### config.mk
export PLATFORM = sky130hd
export DESIGN_NAME = per_host_limited_job_scheduler
export DESIGN_NICKNAME = d
export VERILOG_FILES = /design/src/hdl/phls_pkg.sv /design/src/hdl/per_host_limited_job_scheduler.sv /design/src/hdl/phls_datapath.sv /design/src/hdl/phls_ctrl.sv
export SDC_FILE = /design/constraint.sdc
export NUM_CORES = 2
export LEC_CHECK = 0
export BUFFER_PORTS_ARGS = -buffer_cell sky130_fd_sc_hd__buf_2
export CORE_ASPECT_RATIO = 2
export CORE_MARGIN = 4
export CORE_UTILIZATION = 59
export CTS_BUF_LIST = sky130_fd_sc_hd__clkbuf_8
export CTS_CLUSTER_SIZE = 24
export DETAILED_ROUTE_END_ITERATION = 12
export PLACE_DENSITY_LB_ADDON = 0.25
export SYNTH_ARGS = -nofsm -noshare
export SYNTH_HDL_FRONTEND = slang
export SYNTH_SLANG_ARGS = --single-unit
### constraint.sdc
create_clock -name clk -period 7.1 [get_ports clk]
set_input_delay 1.065 -clock clk [delete_from_list [all_inputs] [get_ports clk]]
set_output_delay 1.065 -clock clk [all_outputs]
set_load 0.1 [all_outputs]
### src/hdl/phls_pkg.sv
// Package for the per-host limited job scheduler.
// Holds table sizes, result kinds and the controller/datapath command and status structs.
package phls_pkg;

  localparam int PendingDepth = 16;
  localparam int NumHosts     = 32;
  localparam int NumJobs      = 64;
  localparam int PendW        = $clog2(PendingDepth);
  localparam int HostW        = $clog2(NumHosts);
  localparam int JobW         = 6;
  localparam int CntW         = 7;
  localparam logic [1:0] MaxBackoffExp = 2'd3;

  typedef enum logic [2:0] {
    K_QUEUED    = 3'd0,
    K_STARTED   = 3'd1,
    K_DONE_OK   = 3'd2,
    K_DONE_FAIL = 3'd3,
    K_RETRY     = 3'd4,
    K_FULL      = 3'd5,
    K_UNKNOWN   = 3'd6
  } kind_t;

  localparam logic CFG_GLOBAL_LIMIT = 1'b0;

  typedef struct packed {
    logic load;       // latch input request and read its job record
    logic exec;       // do the event work of the latched request
    logic scan_start; // clear scan index
    logic scan_step;  // advance scan index
    logic take;       // start the job at scan index
    logic emit_event; // load output with event result
    logic emit_start; // load output with start result
  } cmd_t;

  typedef struct packed {
    logic scan_can;   // global check and pending present
    logic scan_hit;   // entry at scan index is startable
    logic scan_end;   // scan index at last used entry
  } stat_t;

endpackage

### src/hdl/per_host_limited_job_scheduler.sv
// Top level of the per-host limited job scheduler.
// Depends on phls_pkg, phls_ctrl and phls_datapath.
// Use:
//   s_axis carries requests: op (add 0 / complete 1), job id, host id,
//   retry budget and success flag. m_axis returns one result for the add
//   or completion, then a second "started" result when a pending job was
//   started; tlast marks the final result of a request.
//   The cfg channel writes global_limit (index 0) and host_limit (index 1);
//   write only while no request is in flight.
// Sequence:
//   One request at a time. After acceptance: event work, a check, then a
//   scan of up to 16 pending entries (one pending entry per cycle) that
//   stops at the first startable entry, then the output register is loaded.
// Reset:
//   rst clears counters and active flags, limits return to 4 and 2.
// Stall:
//   A stalled m_axis holds the result stable; s_axis_tready stays low
//   until all results of the current request are taken.
module per_host_limited_job_scheduler (
  input  logic        clk,
  input  logic        rst,
  input  logic        s_axis_tvalid,
  output logic        s_axis_tready,
  input  logic [15:0] s_axis_tdata,  // op, job_id[6], host_id[5], retries_left[2], success
  output logic        m_axis_tvalid,
  input  logic        m_axis_tready,
  output logic [23:0] m_axis_tdata,  // kind[3], job_id_out[6], host_id_out[5], delay_seconds[4],
                                     // all_idle
  output logic        m_axis_tlast,
  input  logic        cfg_valid,
  output logic        cfg_ready,
  input  logic        cfg_index,
  input  logic [6:0]  cfg_data
);
  import phls_pkg::*;

  cmd_t  cmd;
  stat_t stat;
  logic [CntW-1:0] global_limit;
  logic [CntW-1:0] host_limit;
  logic [2:0] o_kind;
  logic [5:0] o_job;
  logic [4:0] o_host;
  logic [3:0] o_delay;
  logic       o_idle;
  logic       busy;

  // configuration registers, always writable
  assign cfg_ready = 1'b1;
  always_ff @(posedge clk) begin
    if (rst) begin
      global_limit <= 7'd4;
      host_limit   <= 7'd2;
    end else if (cfg_valid) begin
      if (cfg_index == CFG_GLOBAL_LIMIT) global_limit <= cfg_data;
      else host_limit <= cfg_data;
    end
  end

  phls_ctrl u_ctrl (
    .clk       (clk),
    .rst       (rst),
    .in_valid  (s_axis_tvalid),
    .in_ready  (s_axis_tready),
    .out_valid (m_axis_tvalid),
    .out_ready (m_axis_tready),
    .out_last  (m_axis_tlast),
    .hold_busy (busy),
    .cmd       (cmd),
    .stat      (stat)
  );

  phls_datapath u_dp (
    .clk           (clk),
    .rst           (rst),
    .cmd           (cmd),
    .stat          (stat),
    .in_op         (s_axis_tdata[0]),
    .in_job        (s_axis_tdata[6:1]),
    .in_host       (s_axis_tdata[11:7]),
    .in_retries    (s_axis_tdata[13:12]),
    .in_ok         (s_axis_tdata[14]),
    .global_limit  (global_limit),
    .host_limit    (host_limit),
    .out_take_last (1'b0 & busy),
    .out_kind      (o_kind),
    .out_job       (o_job),
    .out_host      (o_host),
    .out_delay     (o_delay),
    .out_idle      (o_idle)
  );

  assign m_axis_tdata = {5'd0, o_idle, o_delay, o_host, o_job, o_kind};

endmodule

### src/hdl/phls_datapath.sv
// Datapath of the job scheduler: pending table, job tables, counters, output register.
// Depends on phls_pkg.
module phls_datapath (
  input  logic                       clk,
  input  logic                       rst,
  input  phls_pkg::cmd_t             cmd,
  output phls_pkg::stat_t            stat,
  input  logic                       in_op,
  input  logic [5:0]                 in_job,
  input  logic [4:0]                 in_host,
  input  logic [1:0]                 in_retries,
  input  logic                       in_ok,
  input  logic [phls_pkg::CntW-1:0]  global_limit,
  input  logic [phls_pkg::CntW-1:0]  host_limit,
  input  logic                       out_take_last,
  output logic [2:0]                 out_kind,
  output logic [5:0]                 out_job,
  output logic [4:0]                 out_host,
  output logic [3:0]                 out_delay,
  output logic                       out_idle
);
  import phls_pkg::*;

  logic [JobW-1:0]  pend_job  [PendingDepth];
  logic [HostW-1:0] pend_host [PendingDepth];
  logic [1:0]       pend_ret  [PendingDepth];
  logic [PendW:0]   pend_used;
  logic [CntW-1:0]  active_total;
  logic [CntW-1:0]  host_active [NumHosts];
  logic [NumJobs-1:0] job_active;
  logic [HostW-1:0] job_host [NumJobs];
  logic [1:0]       job_ret  [NumJobs];
  logic [PendW-1:0] idx;
  logic [PendW-1:0] last_idx;

  logic             req_op;
  logic [JobW-1:0]  req_job;
  logic [HostW-1:0] req_host;
  logic [1:0]       req_ret;
  logic             req_ok;
  logic             in_range;
  logic [HostW-1:0] cur_host;
  logic [1:0]       cur_ret;
  logic             is_act;
  logic             can_add;
  logic [HostW-1:0] sel_host;
  logic [5:0]       job_id_started;
  logic [4:0]       start_host;

  assign in_range = ({1'b0, req_job} < 7'(NumJobs));
  assign is_act   = in_range && job_active[req_job];
  assign can_add  = (pend_used < (PendW+1)'(PendingDepth));
  assign sel_host = pend_host[idx];
  assign last_idx = PendW'(pend_used - 1'b1);

  assign stat.scan_can = (pend_used != '0) && (active_total < global_limit);
  assign stat.scan_hit = host_active[sel_host] < host_limit;
  assign stat.scan_end = (idx == last_idx);

  // latch the request and read the job record at its id
  always_ff @(posedge clk) begin
    if (cmd.load) begin
      req_op   <= in_op;
      req_job  <= in_job;
      req_host <= in_host;
      req_ret  <= in_retries;
      req_ok   <= in_ok;
      cur_host <= job_host[in_job];
      cur_ret  <= job_ret[in_job];
    end
  end

  // pending table and job tables: no reset
  always_ff @(posedge clk) begin
    if (cmd.exec && in_range && !req_op && can_add) begin
      pend_job[pend_used[PendW-1:0]]  <= req_job;
      pend_host[pend_used[PendW-1:0]] <= req_host;
      pend_ret[pend_used[PendW-1:0]]  <= req_ret;
    end
    if (cmd.exec && is_act && req_op && !req_ok && cur_ret != 2'd0)
      job_ret[req_job] <= cur_ret - 2'd1;
    if (cmd.take) begin
      pend_job[idx]  <= pend_job[last_idx];
      pend_host[idx] <= pend_host[last_idx];
      pend_ret[idx]  <= pend_ret[last_idx];
      job_host[pend_job[idx]] <= sel_host;
      job_ret[pend_job[idx]]  <= pend_ret[idx];
    end
  end

  // counters and flags
  always_ff @(posedge clk) begin
    if (rst) begin
      pend_used    <= '0;
      active_total <= '0;
      job_active   <= '0;
      for (int h = 0; h < NumHosts; h++) host_active[h] <= '0;
    end else begin
      if (cmd.exec && in_range && !req_op && can_add)
        pend_used <= pend_used + 1'b1;
      if (cmd.exec && req_op && is_act) begin
        job_active[req_job] <= 1'b0;
        if (active_total != '0) active_total <= active_total - 1'b1;
        if (host_active[cur_host] != '0)
          host_active[cur_host] <= host_active[cur_host] - 1'b1;
      end
      if (cmd.take) begin
        pend_used <= pend_used - 1'b1;
        active_total <= active_total + 1'b1;
        host_active[sel_host] <= host_active[sel_host] + 1'b1;
        job_active[pend_job[idx]] <= 1'b1;
      end
    end
  end

  always_ff @(posedge clk) begin
    if (cmd.scan_start) idx <= '0;
    else if (cmd.scan_step) idx <= idx + 1'b1;
  end

  // event result computed during event work, held until emitted
  logic [2:0] ev_kind;
  logic [4:0] ev_host;
  logic [3:0] ev_delay;
  logic [5:0] ev_job;
  always_ff @(posedge clk) begin
    if (cmd.exec) begin
      ev_job   <= req_job;
      ev_delay <= '0;
      ev_host  <= '0;
      if (!in_range) ev_kind <= K_UNKNOWN;
      else if (!req_op) begin
        ev_host <= req_host;
        ev_kind <= can_add ? K_QUEUED : K_FULL;
      end else if (!is_act) ev_kind <= K_UNKNOWN;
      else begin
        ev_host <= cur_host;
        if (!req_ok && cur_ret != 2'd0) begin
          ev_kind  <= K_RETRY;
          ev_delay <= 4'(1) << (MaxBackoffExp - (cur_ret - 2'd1));
        end else ev_kind <= req_ok ? K_DONE_OK : K_DONE_FAIL;
      end
    end
  end

  always_ff @(posedge clk) begin
    if (cmd.emit_event) begin
      out_kind  <= ev_kind;
      out_job   <= ev_job;
      out_host  <= ev_host;
      out_delay <= ev_delay;
    end else if (cmd.emit_start) begin
      out_kind  <= K_STARTED;
      out_job   <= job_id_started;
      out_host  <= start_host;
      out_delay <= '0;
    end
    if (cmd.emit_event || cmd.emit_start)
      out_idle <= (pend_used == '0) && (active_total == '0) && !out_take_last;
  end

  // remember started job for its result
  always_ff @(posedge clk) begin
    if (cmd.take) begin
      job_id_started <= pend_job[idx];
      start_host     <= sel_host;
    end
  end

endmodule

### src/hdl/phls_ctrl.sv
// Controller of the job scheduler: sequences event, pending scan and result hand-off.
// Depends on phls_pkg.
module phls_ctrl (
  input  logic             clk,
  input  logic             rst,
  input  logic             in_valid,
  output logic             in_ready,
  output logic             out_valid,
  input  logic             out_ready,
  output logic             out_last,
  output logic             hold_busy,
  output phls_pkg::cmd_t   cmd,
  input  phls_pkg::stat_t  stat
);
  import phls_pkg::*;

  typedef enum logic [6:0] {
    S_IDLE   = 7'b0000001,
    S_EVENT  = 7'b0000010,
    S_CHECK  = 7'b0000100,
    S_SCAN   = 7'b0001000,
    S_EMIT   = 7'b0010000,
    S_WAIT1  = 7'b0100000,
    S_WAIT2  = 7'b1000000
  } state_t;

  state_t state, state_next;
  logic   started, started_next;

  assign in_ready  = (state == S_IDLE);
  assign out_valid = (state == S_WAIT1) || (state == S_WAIT2);
  assign out_last  = (state == S_WAIT2) || ((state == S_WAIT1) && !started);
  assign hold_busy = (state != S_IDLE);

  always_comb begin
    state_next   = state;
    started_next = started;
    cmd          = '0;
    unique case (state)
      S_IDLE: if (in_valid) begin
        cmd.load = 1'b1;
        cmd.scan_start = 1'b1;
        started_next = 1'b0;
        state_next = S_EVENT;
      end
      S_EVENT: begin
        cmd.exec = 1'b1;
        state_next = S_CHECK;
      end
      S_CHECK: state_next = stat.scan_can ? S_SCAN : S_EMIT;
      S_SCAN: begin
        if (stat.scan_hit) begin
          cmd.take = 1'b1;
          started_next = 1'b1;
          state_next = S_EMIT;
        end else if (stat.scan_end) state_next = S_EMIT;
        else cmd.scan_step = 1'b1;
      end
      S_EMIT: begin
        cmd.emit_event = 1'b1;
        state_next = S_WAIT1;
      end
      S_WAIT1: if (out_ready) begin
        if (started) begin
          cmd.emit_start = 1'b1;
          state_next = S_WAIT2;
        end else state_next = S_IDLE;
      end
      S_WAIT2: if (out_ready) state_next = S_IDLE;
      default: state_next = S_IDLE;
    endcase
  end

  always_ff @(posedge clk) begin
    if (rst) begin
      state   <= S_IDLE;
      started <= 1'b0;
    end else begin
      state   <= state_next;
      started <= started_next;
    end
  end

endmodule
==> qor.csv <==
stage,metric,value,unit
route,Via density,6.670,
clocking,CTS Sinks,1056,
logic_synthesis,"Avg Cell Area, Syn",15.06,um2
placed_design,Placed Area,0.05019,mm2
route,Detailed Route WL,137700,um
clocking,H-tree Lvls,4,
logic_synthesis,post-synthesis cell area,0.04836,mm2
sta,final hold vios,0,
clocking,hold_buf cts,0,
logic_synthesis,post-synthesis cell count,3212,
finish,Post-Layout Inst Area,0.05310,mm2
clocking,CTS max path bufs,3,
global_route,pin count of the biggest net entering global routing,77,
critical_path,slowest CP cell,mux4_2,
sta,Final Cycle Share,96.03,%
min_path,WHS Endpoint,u_dp.req_host[4],
route,DRT iter0 DRCs,3278,
finish,Filler Cells Inserted,5683,
job,max-cap violation count,0,
critical_path,Startpoint Class,flop,
global_route,number of global-route vias before repair,30837,
sta,Final setup viols,0,
logic_synthesis,commonest register cell after synthesis,edfxtp_1,
critical_path,Critical R2R Capture,u_dp.host_active[26][6],
floorplan,FP Rows,148,
logic_synthesis,Yosys reg bits,1056,
sta,fmax,146.7,MHz
run_status,status,completed,
clocking,clock root buffer,clkbuf_8,
finish,Seq. cell area,0.03066,mm2
critical_path,"reg-to-reg slack, setup",0.28,ns
sta,Setup TNS Final,0,ns
finish,layout cells sized above 1,23.86,%
route,Antenna Violating Nets Remaining,0,
floorplan,Die Wd,210.4,um
global_route,GRT overflow,0,
critical_path,critical path required time,7.57,ns
finish,final net count,3375,
logic_synthesis,Post-synth EDFFs,950,
finish,Multi-input gate area,0.01641,mm2
floorplan,area of the die,0.08689,mm2
power_and_ir_drop,Worst VDD drop,195.6,uV
min_path,hold path start,s_axis_tdata[11],
finish,area grow syn2layout,9.808,%
placed_design,IO Port Bufs,49,
route,Wirelength per Cell,30.69,um
route,drt first pass iters,8,
power_and_ir_drop,Static Leakage,18.24,nW
sta,Layout Skew,0.05007,ns
placed_design,RD Place Congestion,0.9926,
floorplan,Ports,57,
critical_path,R2R depth,20,
logic_synthesis,register area share after synthesis,63.38,%
min_path,Hold WC Path Type,input port to flop,
sta,worst hold slack,0.4202,ns
global_route,initial antenna violation count,5,
route,Residual DRC,0,
global_route,first-pass GRT wire length,201400,um
critical_path,most frequent CP cell,buf_4,
clocking,clock-pin slew on the worst setup and hold paths,0.07,ns
critical_path,"critical path, cell by cell",mux4_2 > mux4_2 > buf_4 > buf_4 > a2111oi_0 > a311o_1 > o22ai_1 > nor4_1 > buf_4 > inv_1 > ha_1 > a21o_1 > a21oi_1 > and2_1 > nand2_1 > or3_1 > a21oi_1 > nor2_1 > or3_1 > nand2b_1,
critical_path,Worst path max stage delay,0.69,ns
sta,RSZ-0062 raised after global routing,no,
floorplan,DIE HEIGHT,412.9,um
sta,Least-Margin Pin Slew,1.239,ns
sta,Relative slew margins,17.41,%
placed_design,Detailed Place HPWL,95290,um
route,vias,29920,
power_and_ir_drop,pwr/cell area,243.2,mW/mm2
clocking,clk_lat worst skew,0.83,ns
clocking,CTS tree,yes,
critical_path,Worst EP arrival,7.29,ns
logic_synthesis,Post-synth ARST share,0,%
global_route,total track usage,31.89,%
sta,post-layout min period,6.818,ns
min_path,Hold Path Stages,1,
finish,Final Util,65.32,%
floorplan,Initial Util,59.49,%
critical_path,Setup crit end kind,flop,
sta,max-slew violations,0,
floorplan,Core ar.,0.08129,mm2
logic_synthesis,"Warnings, synthesis",0,
logic_synthesis,distinct cell type count after synthesis,81,
critical_path,CP max FO,21,
clocking,CTS Buf Count,143,
critical_path,CP Class,flop to flop,
power_and_ir_drop,Pwr Total,12.92,mW
per-stage QoR:
| stage | std cells | setup slack (ns) |
|---|---|---|
| 2_1_floorplan | 3216 | -0.5906 |
| 3_3_place_gp | 4226 | 0.3673 |
| 3_5_place_dp | 4226 | 0.2995 |
| 4_1_cts | 4482 | 0.2179 |
| 5_1_grt | 4483 | 0.007465 |
| 6_report | 4486 | 0.2819 |
cells in the mapped netlist, types with 14 or more instances:
cell type  instances  area share, %
dfxtp_1          106            4.4
mux2i_1           95            2.0
or3_1             16           0.21
nand3_1           67           0.69
inv_1            118           0.92
nor2_2            16           0.21
edfxtp_1         950             59
a211oi_1          15           0.23
o211ai_1          14           0.22
nor3_1            25           0.26
nand2b_1          58           0.75
a21oi_1          105            1.1
nor2_1           396            3.1
buf_2             50           0.52
clkbuf_1         121           0.94
nand2_1          231            1.8
mux4_2           355             17
nor2b_1           23           0.30
xnor2_1           17           0.31
buf_1             36           0.28
o21ai_0          108            1.1
mux2_2            29           0.68
ha_1              24           0.62
and2_1            14           0.18
where the power goes:
part           leakage (nW)  internal (mW)  switching, mW
Combinational          6.95          0.414          0.847
Sequential             9.71           6.84         0.0625
Clock                  1.58           2.43           2.32
Total                  18.2           9.68           3.23
registers in the layout, indices dropped and copies added (netlist names), 32 cells and up, named ones only:
| name | flops |
|---|---|
| u_dp.job_host | 320 |
| u_dp.host_active | 224 |
| u_dp.job_ret | 128 |
| u_dp.pend_job | 96 |
| u_dp.pend_host | 80 |
| u_dp.job_active | 64 |
| u_dp.pend_ret | 32 |
what timing repair did:
item	in CTS	in global routing
resized for setup	0	7
setup endpoints to repair	0	179
endpoints found under the hold margin	0	0
setup buffers	0	0
worst max-delay path: cells and delay by family, from the launching register on:
kind,cells,cell delay [ns]
DFF,1,0.53
adders and majority gates,1,0.29
AOI/OAI and AO/OA,6,1.54
and+or+nand+nor,7,2.13
buffers and inverters,4,0.71
muxes,2,1.25
cells in the final DEF (no fill, tap or decap), types with 16 or more instances in the layout:
master	synthesis	final
mux2i_1	95	92
nand3_1	67	67
buf_4	12	128
clkinv_1	3	32
mux2_2	29	29
mux4_2	355	355
or3_1	16	16
clkbuf_8	0	151
ha_1	24	23
dfxtp_1	106	102
inv_1	118	148
nor3_1	25	25
edfxtp_1	950	950
nor2_1	396	395
a21oi_1	105	102
o21ai_0	108	102
clkinv_2	0	19
nor2b_1	23	23
nand2_1	231	231
buf_2	50	46
nand2b_1	58	54
final cells by class:
type | instances | area share (%)
repair buffers | 183 | 2.549
diodes | 4 | 0.01885
clock inverters | 105 | 1.527
flip-flops and latches | 1056 | 57.74
inverters | 124 | 0.8836
multi-input cells | 1813 | 30.89
clock buffers | 151 | 3.914
well taps | 1050 | 2.474
routing by layer:
| layer | global-route usage (%) | vias to the layer above | share of wire (%) |
|---|---|---|---|
| met2 | 56.83 | 1639 | 53 |
| met5 | 0 | - | 0.013 |
| met3 | 5.308 | 503 | 6.8 |
| met4 | 22.23 | 2 | 9.0 |
| li1 | - | 12582 | - |
| met1 | 34.30 | 15194 | 31 |
logic make-up (layout without fill, tap and decap cells):
family                     after synthesis  in the layout  synth area share [%]
AOI/OAI and AO/OA                      371            371                 4.887
xor gates and xnor gates                25             25                0.4528
adders and majority gates               25             25                0.6623
buffers and inverters                  347            563                 2.970
DFF                                   1056           1056                 63.38
muxes                                  485            485                 19.34
other                                    2             10               0.01553
and+or+nand+nor                        901            901                 8.290
worst max path at each step:
stage / start / end / slack, ns
detailed placement: flop / u_dp.host_active[30][6] / 0.30
CTS: flop / u_dp.host_active[30][4] / 0.22
global placement: flop / u_dp.host_active[31][6] / 0.37
floorplan: flop / u_dp.job_ret[0][0] / -0.59
global route: flop / u_dp.host_active[31][4] / 0.007
finish: flop / u_dp.host_active[26][6] / 0.28
(Power assumes the default switching activity.)
